$ cat src/hdl/psd_pkg.sv
`timescale 1ns / 1ps
// ----------------------------------------------------------------------------
// psd_pkg: shared types and constants
// Item formats, region codes and the widths of the divider and root chains.
// ----------------------------------------------------------------------------
package psd_pkg;

  localparam int CoordW  = 16;                 // coordinate width
  localparam int FracB   = 8;                  // fraction bits of the distance
  localparam int DistW   = 25;                 // distance field width
  localparam int DiffW   = CoordW + 1;         // coordinate differences
  localparam int SqW     = 2 * DiffW - 1;      // sum of two squares (< 2^33)
  localparam int DenW    = SqW;                // divisor width
  localparam int CrossW  = SqW;                // cross product magnitude
  localparam int NumSqW  = 2 * CrossW;         // squared numerator before scaling
  localparam int NumW    = NumSqW + 2 * FracB; // scaled numerator
  localparam int QuotW   = 50;                 // quotient bits, one divider cell each
  localparam int RootW   = QuotW / 2;          // root bits, one root cell each
  localparam int RremW   = RootW + 2;          // root remainder
  localparam int FrontLat = 6;                 // register stages ahead of the divider
  localparam int Latency = FrontLat + QuotW + RootW;

  typedef enum logic [1:0] {
    REGION_INTERIOR = 2'd0,
    REGION_FIRST    = 2'd1,
    REGION_SECOND   = 2'd2,
    REGION_DEGEN    = 2'd3
  } region_t;

  typedef struct packed {
    logic signed [CoordW-1:0] point_x;
    logic signed [CoordW-1:0] point_y;
    logic signed [CoordW-1:0] start_x;
    logic signed [CoordW-1:0] start_y;
    logic signed [CoordW-1:0] end_x;
    logic signed [CoordW-1:0] end_y;
  } in_item_t;

  typedef struct packed {
    logic [DistW-1:0] distance;
    logic [1:0]       nearest_region;
  } out_item_t;

  // Token handed along the divider chain.
  typedef struct packed {
    logic              valid;
    region_t           region;
    logic [DenW-1:0]   rem;
    logic [QuotW-1:0]  num_low;
    logic [DenW-1:0]   den;
    logic [QuotW-1:0]  quot;
  } div_tok_t;

  // Token handed along the root chain.
  typedef struct packed {
    logic              valid;
    region_t           region;
    logic [RremW-1:0]  rem;
    logic [QuotW-1:0]  rad;
    logic [RootW-1:0]  root;
  } sqrt_tok_t;

endpackage

$ cat src/hdl/psd_sqrt_cell.sv
`timescale 1ns / 1ps
// ----------------------------------------------------------------------------
// psd_sqrt_cell: one digit-by-digit square root step
// Brings down two radicand bits and decides one root bit.
// ----------------------------------------------------------------------------
module psd_sqrt_cell (
  input  logic                clk,
  input  logic                rst_n,
  input  psd_pkg::sqrt_tok_t  tok_in,
  output psd_pkg::sqrt_tok_t  tok_out
);

  localparam int RW = psd_pkg::RremW;

  psd_pkg::sqrt_tok_t tok_r, tok_nxt;
  logic [RW+1:0]      rem4;
  logic [RW+1:0]      trial;
  logic               fits;

  assign rem4  = {tok_in.rem, tok_in.rad[psd_pkg::QuotW-1 -: 2]};
  assign trial = (RW+2)'({tok_in.root, 2'b01});
  assign fits  = rem4 >= trial;

  always_comb begin
    tok_nxt      = tok_in;
    tok_nxt.rem  = fits ? RW'(rem4 - trial) : RW'(rem4);
    tok_nxt.rad  = {tok_in.rad[psd_pkg::QuotW-3:0], 2'b00};
    tok_nxt.root = {tok_in.root[psd_pkg::RootW-2:0], fits};
  end

  always_ff @(posedge clk) begin
    if (!rst_n) begin
      tok_r <= '0;
    end else begin
      tok_r <= tok_nxt;
    end
  end

  assign tok_out = tok_r;

endmodule

$ cat config.mk
export PLATFORM = sky130hd
export DESIGN_NAME = psd_sqrt_cell
export DESIGN_NICKNAME = d
export VERILOG_FILES = /design/src/hdl/psd_pkg.sv /design/src/hdl/psd_sqrt_cell.sv
export SDC_FILE = /design/constraint.sdc
export NUM_CORES = 1
export LEC_CHECK = 0
export BUFFER_PORTS_ARGS = -buffer_cell sky130_fd_sc_hd__buf_2
export CAP_MARGIN = 5
export CORE_MARGIN = 2
export CORE_UTILIZATION = 47
export DETAILED_ROUTE_END_ITERATION = 8
export PLACE_DENSITY = 0.88
export SLEW_MARGIN = 40
export SYNTH_ARGS = -nofsm -noshare
export SYNTH_HDL_FRONTEND = slang
export SYNTH_SLANG_ARGS = --single-unit
$ cat constraint.sdc
create_clock -name clk -period 3.3 [get_ports clk]
set_input_delay 0.66 -clock clk [delete_from_list [all_inputs] [get_ports clk]]
set_output_delay 0.66 -clock clk [all_outputs]
set_load 0.01 [all_outputs]
==> metrics.txt <==
status=finished clean; Maximum Capacitance Violations=0; CTS tree=yes; Critical Path RT=~3.6 ns; Yosys warning total=0; Syn Inst Count=520; Clk network pwr share=31.8%; first-pass iteration count of the detailed router=5; Layout area overhead=31.1%; core area=9640 um2; register bit total from synthesis=103; slowest stage cell, crit path=a211o_1; xor and xnor area share after synthesis=under 10%; worst path bufs/invs=2; Worst path top cell family by delay=compound AO/OA/AOI/OAI gates; Largest stage delay, worst path=roughly 0.37 ns; clk sink count=a little over 100; pre-CTS setup slack=between 0.15 and 0.2 ns; crit path max fanout=5; adder-cell area share of the yosys netlist=roughly 7.4%; switching power=around 0.90 mW; Post-synth EDFFs=0; Post-Route WL=~13000 um; Worst slew margin=between 60 and 70%; post-layout min period=2.80 ns; DR WL/cell=between 15 and 20 um; top cells by area, synth=dfxtp_1, ha_1, and2_1, a21oi_1, nor2_1; distinct cell type count after synthesis=54; RSZ-0062 raised after global routing=false; CP endpoint kind=register; WHS=0.469 ns; Fin Setup TNS=0 ns; CP Launch Type=input pin; Vias=about 4500; max-slew violation count=0; H-tree levels=3; GPL Wtd Cong=between 0.8 and 0.9; Power Density=around 500 nW/um2; Final HPWL DP=~10000 um; clk buf depth=2; main flop type after synthesis=dfxtp_1; Post-synth ARST share=0%; post-synthesis compound-gate area fraction=a little under a fifth; combinational power share=~23%; Initial Util=a little under half; dpl cell area=~5800 um2; die span in x=~100 um; worst-path cell chain=buf_2 > inv_1 > ha_1 > nor2b_1 > o2111ai_1 > a211o_1 > and4_4 > o31ai_4 > nor4b_1 > nor3_1 > o22ai_1; io pins=212; Avg Inst Size Synth=8.82 um2; Initial DRC Count=176; Rows=36; vias in the first global route=between 4000 and 5000; Final Hold Vio Count=0; post-CTS setup buffer count=0; overflow left after global routing=0; CP Data Arrival Time=approximately 3.1 ns; VDD IR-drop max=about 0.25 mV; sequential share of the synthesized area=approximately 45%; f_max=357 MHz; Vias/cell=~5.2; first-pass GRT wire length=19500 um; critical path type=input pin to register; Post-DRT Antenna Nets=0; Pint=approximately 2.1 mW; share of cells above drive strength 1=between 30% and 40%; CTS Buf Count=9; post-route cell area=between 6000 and 7000 um2; endpoints failing setup=0; cell area after synthesis=4580 um2; CTS resizes=0; sequential fraction of design power=45.4%; fin nets=roughly 860; Residual DRC=0; Final period util=a little over four fifths; clock transition at the registers of the reported paths=between 0.1 and 0.15 ns; top cell type's share of synthesized area=45.0%; post-synthesis mux area share=less than 1%; Leak=3.04 nW; Die H=between 100 and 150 um; largest family of logic cells by synthesized area=simple AND/OR/NAND/NOR gates; Post-Synth Simple-Gate Area=a little over a fifth; number of flip-flops in the largest register=~100; root buf cell=clkbuf_8; Worst Hold Class=input pin to register; largest net degree at the start of global routing=56; Slew @ Worst Pin=approximately 0.57 ns; initial antenna violation count=1; Synth area leader=dfxtp_1; Hold Buf Count CTS=0; Tot GR Track Use=a little under a quarter; buffers added on ports=209; sw frac=a little under a third; die area=approximately 11000 um2; final worst slack=roughly 0.50 ns
path summary, 6_finish.rpt:
| path | from | endpoint | cells after the start |
|---|---|---|---|
| worst max-delay path | tok_in[0] | tok_out[101] | 11 |
| worst min-delay path | tok_in[36] | tok_out[38] | 2 |
power by group through the flow:
stage | Sequential [mW] | Combinational [mW] | Clock [mW]
floorplan | 1.44 | 0.375 | 0
finish | 1.36 | 0.684 | 0.951
global placement | 1.39 | 0.662 | 0
CTS | 1.36 | 0.681 | 0.965
global route | 1.37 | 0.754 | 1.02
detailed placement | 1.39 | 0.678 | 0
metal layers:
metal  share of wire [%]  global-route usage (%)
met1                  40                    26.7
met2                  49                    40.5
met3                 8.0                    6.78
met4                 3.5                    12.7
met5                   0                       0
synthesized netlist by cell type (3+ instances only):
| master | n |
|---|---|
| nor4_1 | 3 |
| o21ai_1 | 4 |
| o21ai_0 | 20 |
| nand2b_1 | 3 |
| buf_4 | 3 |
| a211oi_1 | 7 |
| o22ai_1 | 4 |
| nand4_1 | 3 |
| nor3_1 | 13 |
| nor2_1 | 39 |
| a21oi_1 | 47 |
| and3_1 | 4 |
| o211ai_1 | 3 |
| inv_1 | 33 |
| buf_2 | 4 |
| clkbuf_1 | 18 |
| or3_1 | 4 |
| dfxtp_1 | 103 |
| a31oi_1 | 4 |
| xor2_1 | 5 |
| and2_1 | 52 |
| o21a_1 | 7 |
| nand2_1 | 23 |
| ha_1 | 27 |
| a21o_1 | 9 |
| xnor2_1 | 10 |
| a211o_1 | 6 |
| nand3_1 | 27 |
layout by cell type, fill, tap and decap left out, types with 20 or more instances in the layout:
cell type | netlist | layout
nor2_1 | 39 | 39
a21oi_1 | 47 | 47
nand2_1 | 23 | 23
nand3_1 | 27 | 27
dfxtp_1 | 103 | 103
and2_1 | 52 | 52
buf_2 | 4 | 209
ha_1 | 27 | 27
o21ai_0 | 20 | 20
inv_1 | 33 | 33
per-stage QoR:
stage | total power, mW | std cells | utilization (%)
after floorplan | 1.81 | 521 | -
after global placement | 2.05 | 846 | 59.7
after detailed placement | 2.07 | 846 | 59.7
after CTS | 3.01 | 862 | 62.3
after global routing | 3.15 | 863 | 62.3
final | 2.99 | 863 | 62.3
cell families after synthesis:
group	Yosys count
fa+ha+maj	27
flops	103
mux	2
other cells	1
xor+xnor	15
simple gates	183
compound gates	129
buf+inv	60
area by class of cell:
type | count | area (um2)
fillers | 831 | 3630
multi-input cells | 358 | 2290
flip-flops and latches | 103 | 2060
repair buffers | 218 | 1110
well taps | 133 | 166
inverters | 34 | 128
clock buffers | 9 | 124
clock inverters | 7 | 123
diodes | 1 | 2.50
No activity file was read; power rests on OpenSTA's default activity.
