**config.mk**
```make
export PLATFORM = sky130hd
export DESIGN_NAME = psd_div_cell
export DESIGN_NICKNAME = d
export VERILOG_FILES = /design/src/hdl/psd_pkg.sv /design/src/hdl/psd_div_cell.sv
export SDC_FILE = /design/constraint.sdc
export NUM_CORES = 1
export LEC_CHECK = 0
export BUFFER_PORTS_ARGS = -buffer_cell sky130_fd_sc_hd__buf_4
export CAP_MARGIN = 15
export CORE_AREA = 3 3 132 134
export DETAILED_ROUTE_END_ITERATION = 7
export DIE_AREA = 0 0 135 137
export GPL_ROUTABILITY_DRIVEN = 0
export GPL_TIMING_DRIVEN = 0
export HOLD_SLACK_MARGIN = 0.08
export PLACE_DENSITY = 0.7
export SYNTH_ARGS = -nofsm -noshare
export SYNTH_HDL_FRONTEND = slang
export SYNTH_SLANG_ARGS = --single-unit
```
**constraint.sdc**
```tcl
create_clock -name clk -period 6.4 [get_ports clk]
set_input_delay 1.28 -clock clk [delete_from_list [all_inputs] [get_ports clk]]
set_output_delay 1.28 -clock clk [all_outputs]
set_load 0.01 [all_outputs]
```
**src/hdl/psd_pkg.sv**
```systemverilog
`timescale 1ns / 1ps
// ----------------------------------------------------------------------------
// psd_pkg: shared types and constants
// Item formats, region codes and the widths of the divider and root chains.
// ----------------------------------------------------------------------------
package psd_pkg;

  localparam int CoordW  = 16;                 // coordinate width
  localparam int FracB   = 8;                  // fraction bits of the distance
  localparam int DistW   = 25;                 // distance field width
  localparam int DiffW   = CoordW + 1;         // coordinate differences
  localparam int SqW     = 2 * DiffW - 1;      // sum of two squares (< 2^33)
  localparam int DenW    = SqW;                // divisor width
  localparam int CrossW  = SqW;                // cross product magnitude
  localparam int NumSqW  = 2 * CrossW;         // squared numerator before scaling
  localparam int NumW    = NumSqW + 2 * FracB; // scaled numerator
  localparam int QuotW   = 50;                 // quotient bits, one divider cell each
  localparam int RootW   = QuotW / 2;          // root bits, one root cell each
  localparam int RremW   = RootW + 2;          // root remainder
  localparam int FrontLat = 6;                 // register stages ahead of the divider
  localparam int Latency = FrontLat + QuotW + RootW;

  typedef enum logic [1:0] {
    REGION_INTERIOR = 2'd0,
    REGION_FIRST    = 2'd1,
    REGION_SECOND   = 2'd2,
    REGION_DEGEN    = 2'd3
  } region_t;

  typedef struct packed {
    logic signed [CoordW-1:0] point_x;
    logic signed [CoordW-1:0] point_y;
    logic signed [CoordW-1:0] start_x;
    logic signed [CoordW-1:0] start_y;
    logic signed [CoordW-1:0] end_x;
    logic signed [CoordW-1:0] end_y;
  } in_item_t;

  typedef struct packed {
    logic [DistW-1:0] distance;
    logic [1:0]       nearest_region;
  } out_item_t;

  // Token handed along the divider chain.
  typedef struct packed {
    logic              valid;
    region_t           region;
    logic [DenW-1:0]   rem;
    logic [QuotW-1:0]  num_low;
    logic [DenW-1:0]   den;
    logic [QuotW-1:0]  quot;
  } div_tok_t;

  // Token handed along the root chain.
  typedef struct packed {
    logic              valid;
    region_t           region;
    logic [RremW-1:0]  rem;
    logic [QuotW-1:0]  rad;
    logic [RootW-1:0]  root;
  } sqrt_tok_t;

endpackage

```
**src/hdl/psd_div_cell.sv**
```systemverilog
`timescale 1ns / 1ps
// ----------------------------------------------------------------------------
// psd_div_cell: one restoring division step
// Brings down one numerator bit, tries the divisor, records a quotient bit.
// ----------------------------------------------------------------------------
module psd_div_cell (
  input  logic               clk,
  input  logic               rst_n,
  input  psd_pkg::div_tok_t  tok_in,
  output psd_pkg::div_tok_t  tok_out
);

  localparam int DW = psd_pkg::DenW;

  psd_pkg::div_tok_t tok_r, tok_nxt;
  logic [DW:0]       rem2;
  logic              fits;

  assign rem2 = {tok_in.rem, tok_in.num_low[psd_pkg::QuotW-1]};
  assign fits = rem2 >= {1'b0, tok_in.den};

  always_comb begin
    tok_nxt         = tok_in;
    tok_nxt.rem     = fits ? DW'(rem2 - {1'b0, tok_in.den}) : DW'(rem2);
    tok_nxt.num_low = {tok_in.num_low[psd_pkg::QuotW-2:0], 1'b0};
    tok_nxt.quot    = {tok_in.quot[psd_pkg::QuotW-2:0], fits};
  end

  always_ff @(posedge clk) begin
    if (!rst_n) begin
      tok_r <= '0;
    end else begin
      tok_r <= tok_nxt;
    end
  end

  assign tok_out = tok_r;

endmodule

```
==> impl_metrics.tcl, run 1 <==
set metrics [dict create \
    syn_inst 716 \
    cap_violations 0 \
    status "finished clean" \
    syn_area_mm2 0.00666 \
    worstPathCellList "buf_4 -> inv_1 -> ha_1 -> inv_1 -> fa_1 -> a21o_1 -> a221oi_2 -> o221ai_4 -> a211oi_1 -> o31ai_1 -> a2111oi_0 -> or3_1 -> a31oi_1" \
    routed-via-count 6185 \
    fin_cells 1305 \
    n_fill_cell 1458 \
    fmax_mhz 228 \
    power_density_mw_per_mm2 271 \
    setup_viol 0 \
    dp_hpwl_mm 17.6 \
    worst_pin_slew_ns 0.744 \
    clockRootBuffer "clkbuf_16" \
    slowest_stage "a2111oi_0" \
    post-place-cells 1273 \
    die_h_um 137 \
    cts_tree "done" \
    cp.arrival_ns 4.65 \
    critical_path.most_common_cell "inv_1" \
    overflow 0 \
    cts_resized 0 \
    syn_avg_cell_area_um2 9.30 \
    start_util 0.406 \
    sequentialPowerShare 0.419 \
    slew_headroom 0.499 \
    worstSetupStartpointType "input pin" \
    crit_required_ns 6.67 \
    multi_input_area_mm2 0.00298 \
    finalCritPeriodShare 0.684 \
    synth.distinct_cells 56 \
    swShare 0.290 \
    crit_family "compound AO/OA/AOI/OAI gates" \
    io_pins 340 \
    antennaDiodeCount 0 \
    grt_use_total 0.227 \
    hold_class "input pin to flop" \
    drt_wl_total_mm 22.0 \
    grt_antenna_before_repair 0 \
    syn_nets 921 \
    cts_buffer_depth 2 \
    mostFrequentLayoutCell "buf_4" \
    yosys_register_bits 168 \
    hold_violations 0 \
    cts_buffers 17 \
    dr.pass1.iters 4 \
    viasPerCell 4.74 \
    nets 1277 \
    p_comb_frac 0.210 \
    p_sw_mw 0.791 \
    grt_pass1_vias 5862 \
    drc 0 \
    num_rows 47 \
    synthArstFlopShare 0 \
    crit_buf_inv 3 \
    vdd_ir_drop_max_uv 187 \
    htree_levels 4 \
    ys_seq_area_frac 0.505 \
    slew_viol_final 0 \
    setup_tns_ns 0 \
    power_frac_clock 0.371 \
    post-cts-setup-buffers 0 \
    die_w_um 135 \
    grt_max_degree 19 \
    slowest_delay_ns 0.71 \
    clock_sinks 168 \
    worstPathMaxFanout 6 \
    synth_edf_count 0 \
    min_period_ns 4.38 \
    ff_latch_area_mm2 0.00336 \
    wl_per_cell_um 16.8 \
    rsz0062_at_grt "false" \
    leakage_nw 4.92 \
    largest_reg_flops 168 \
    portBuffers 337 \
    die-area_mm2 0.0185 \
    yosys_warnings 0 \
    drt_first_iter_violations 232 \
    clkTransAtPathRegs_ns 0.07 \
    cp-end-kind "flop" \
    layout_common_cells "buf_4 (338), dfxtp_1 (168), and2_1 (103)" \
    core_area_mm2 0.0164 \
    antenna_left 0 \
    cts_hold_buf 0 \
    grt_pass1_wl_mm 32.2 \
    drive_above_1_share 0.352 \
    synth_top_flop_cell "dfxtp_1" \
    worstSetupPathType "input pin to flop" \
    area_growth_pct 50.9 \
    p_int_mw 1.93 \
]
per-layer routing:
layer | routed length, um | global-route usage | vias up
met5 | 0 | 0 | -
met4 | 503 | 0.0767 | 0
met3 | 1770 | 0.0676 | 33
met2 | 11200 | 0.403 | 244
met1 | 8550 | 0.260 | 2800
li1 | - | - | 3108
synthesized netlist by cell type, drive strengths merged, types with 3 or more instances:
master / n / area (um^2)
dfxtp: 168 / 3360
and2: 103 / 644
a21oi: 54 / 278
nand2: 52 / 195
nor2: 51 / 191
inv: 41 / 154
ha: 33 / 413
clkbuf: 31 / 116
o21ai: 27 / 135
a21o: 15 / 113
a211oi: 13 / 97.6
nand4: 13 / 81.3
xor2: 12 / 105
xnor2: 11 / 96.3
nand3: 9 / 45.0
nor3: 8 / 40.0
buf: 7 / 42.5
a31oi: 6 / 37.5
nor2b: 6 / 37.5
o21a: 6 / 45.0
and3: 4 / 25.0
nor3b: 4 / 30.0
o21bai: 4 / 33.8
nand2b: 3 / 18.8
or3: 3 / 18.8
or3b: 3 / 26.3
worst paths after layout:
path | startpoint | end | slack, ns | cells past startpoint
max | tok_in[132] | tok_out[165]$_SDFF_PN0_ | 2.02 | 13
min | tok_in[111] | tok_out[112]$_SDFF_PN0_ | 1.05 | 2
cell type report:
cell class                 instances  share of cell area
timing repair buffer             337               0.252
sequential                       168               0.335
buffer                            38              0.0158
multi-input combinational        469               0.297
clock inverter                    14              0.0147
clock buffer                      18              0.0437
tap                              220              0.0274
inverter                          41              0.0153
per-stage QoR:
stage,cell area [um^2],util,power [mW],hold WS [ns],worst slack (ns)
floorplan,6660,-,1.46,1.40,2.46
global placement,9460,0.577,1.73,1.49,1.68
detailed placement,9460,0.577,1.74,1.49,1.70
CTS,10100,0.613,2.75,1.04,2.08
global route,10100,0.613,2.85,1.04,1.89
finish,10100,0.613,2.73,1.05,2.02
power by group through the flow:
stage	Combinational, mW	Sequential, mW	Clock, mW
2_1_floorplan	0.252	1.21	0
3_3_place_gp	0.570	1.16	0
3_5_place_dp	0.572	1.17	0
4_1_cts	0.576	1.14	1.03
5_1_grt	0.629	1.15	1.08
6_report	0.573	1.14	1.01
logic make-up (layout without fill, tap and decap cells):
group                    Yosys count  after routing  share of synthesized area
AO/OA/AOI/OAI                    144            144                      0.139
XOR/XNOR                          23             23                     0.0303
adder cells (fa/ha/maj)           34             34                     0.0650
buffers and inverters             79            448                     0.0470
flip-flops                       168            168                      0.505
multiplexers                       1              1                    0.00150
other                              1              1                   0.000563
AND/OR/NAND/NOR                  266            266                      0.212
No activity file was read; power rests on OpenSTA's default activity.
==> inputs of run 2 (changes only) <==
Settings changed: CORE_AREA 3 3 132 134 to unset, CORE_MARGIN set to 3, CORE_UTILIZATION set to 41, DIE_AREA 0 0 135 137 to unset, PLACE_DENSITY 0.7 to 0.74.
Clock period 6.4 ns to 3.9 ns, I/O delays scaled along.
==> run 2 against run 1 <==
Net effect: combinational power is 64% higher; flip-flop and latch count stayed put; die area is 3.7% lower; highest routed layer unchanged; wire length is 1.0% higher; hold slack worse by 0.50 ns; via count is 0.60% higher; design area hardly changed; cell count is 0.69% lower; global-route usage is 1.5 points higher; sequential power is 64% higher; critical path depth stayed put; critical endpoint unchanged; non-clock buffer count stayed put.
==> impl_metrics.tcl, run 2 (synthesized netlist as in run 1, its figures left out) <==
set metrics [dict create \
    grt_antenna_before_repair 0 \
    critical_path.most_common_cell "inv_1" \
    worstSetupPathType "input pin to flop" \
    drt_first_iter_violations 310 \
    cts_buffer_depth 2 \
    n_fill_cell 1306 \
    layout_common_cells "buf_4 (338), dfxtp_1 (168), and2_1 (103)" \
    dr.pass1.iters 4 \
    core_area_mm2 0.0155 \
    whs_ns 0.558 \
    dp_hpwl_mm 17.9 \
    routed-via-count 6222 \
    num_rows 45 \
    rsz0062_at_grt "false" \
    drive_above_1_share 0.352 \
    min_period_ns 3.67 \
    drc 0 \
    cts_buffers 17 \
    wl_per_cell_um 17.1 \
    crit_family "compound AO/OA/AOI/OAI gates" \
    fin_ws_ns 0.227 \
    crit_buf_inv 3 \
    mostFrequentLayoutCell "buf_4" \
    nets 1277 \
    antenna_left 0 \
    antennaDiodeCount 0 \
    grt_pass1_wl_mm 33.4 \
    status "finished clean" \
    dp_slack_ns -0.354 \
    finalCritPeriodShare 0.942 \
    slew_headroom 0.527 \
    die_w_um 133 \
    clkTransAtPathRegs_ns 0.07 \
    io_pins 340 \
    htree_levels 4 \
    post-place-cells 1264 \
    power_density_mw_per_mm2 449 \
    ff_latch_area_mm2 0.00336 \
    slowest_delay_ns 0.54 \
    cts_hold_buf 0 \
    hold_violations 0 \
    cp-startpoint "tok_in[132]" \
    slowest_stage "a2111oi_0" \
    area_growth_pct 50.8 \
    slew_viol_final 0 \
    hold_class "input pin to flop" \
    worstSetupStartpointType "input pin" \
    grt_use_total 0.241 \
    multi_input_area_mm2 0.00298 \
    post-cts-setup-buffers 0 \
    die_h_um 133 \
    start_util 0.429 \
    fin_cells 1296 \
    grt_max_degree 17 \
    crit_required_ns 4.16 \
    cts_tree "done" \
    drt_wl_total_mm 22.2 \
    clock_sinks 168 \
    die-area_mm2 0.0178 \
    cp-end-kind "flop" \
    p_total_mw 4.51 \
    portBuffers 337 \
    vdd_ir_drop_max_uv 286 \
    setup_viol 0 \
    fmax_mhz 272 \
    grt_pass1_vias 6205 \
    leakage_nw 4.93 \
    largest_reg_flops 168 \
    cap_violations 0 \
    worst_pin_slew_ns 0.702 \
    overflow 0 \
    cts_resized 0 \
    clockRootBuffer "clkbuf_16" \
    worstPathMaxFanout 6 \
    holdCritStartpoint "tok_in[83]" \
    cp.arrival_ns 3.94 \
    viasPerCell 4.80 \
    worstPathCellList "buf_4 -> inv_1 -> ha_1 -> inv_1 -> fa_1 -> a21o_1 -> a221oi_2 -> o221ai_4 -> a211oi_1 -> o31ai_1 -> a2111oi_0 -> or3_1 -> a31oi_1" \
]
run 2: layout make-up:
class / count / area share
clock buffers: 19 / 0.0431
clock inverters: 13 / 0.0156
repair buffers: 337 / 0.252
flip-flops and latches: 168 / 0.335
plain buffers: 38 / 0.0161
multi-input cells: 469 / 0.297
inverters: 41 / 0.0153
well taps: 211 / 0.0263
run 2: power breakdown:
part | internal (mW) | switching, mW | total [mW]
Sequential | 1.84 | 0.0336 | 1.87
Combinational | 0.461 | 0.478 | 0.939
Clock | 0.965 | 0.727 | 1.69
run 2: routing by layer:
layer	vias up	global-route usage	share of wire
met5	-	0	0
met3	60	0.0801	0.074
li1	3105	-	-
met1	2800	0.261	0.38
met2	257	0.426	0.50
met4	0	0.111	0.042
run 2: through the flow:
stage	utilization	TNS [ns]	instance area, um^2
detailed placement	0.608	-6.39	9450
CTS	0.646	0	10000
floorplan	-	0	6660
finish	0.646	0	10000
global placement	0.608	-5.86	9450
global route	0.646	0	10000
run 2: worst paths after layout:
path	endpoint	slack, ns	depth (start not counted)
worst max-delay path	tok_out[165]$_SDFF_PN0_	0.23	13
worst min-delay path	tok_out[84]$_SDFF_PN0_	0.56	2
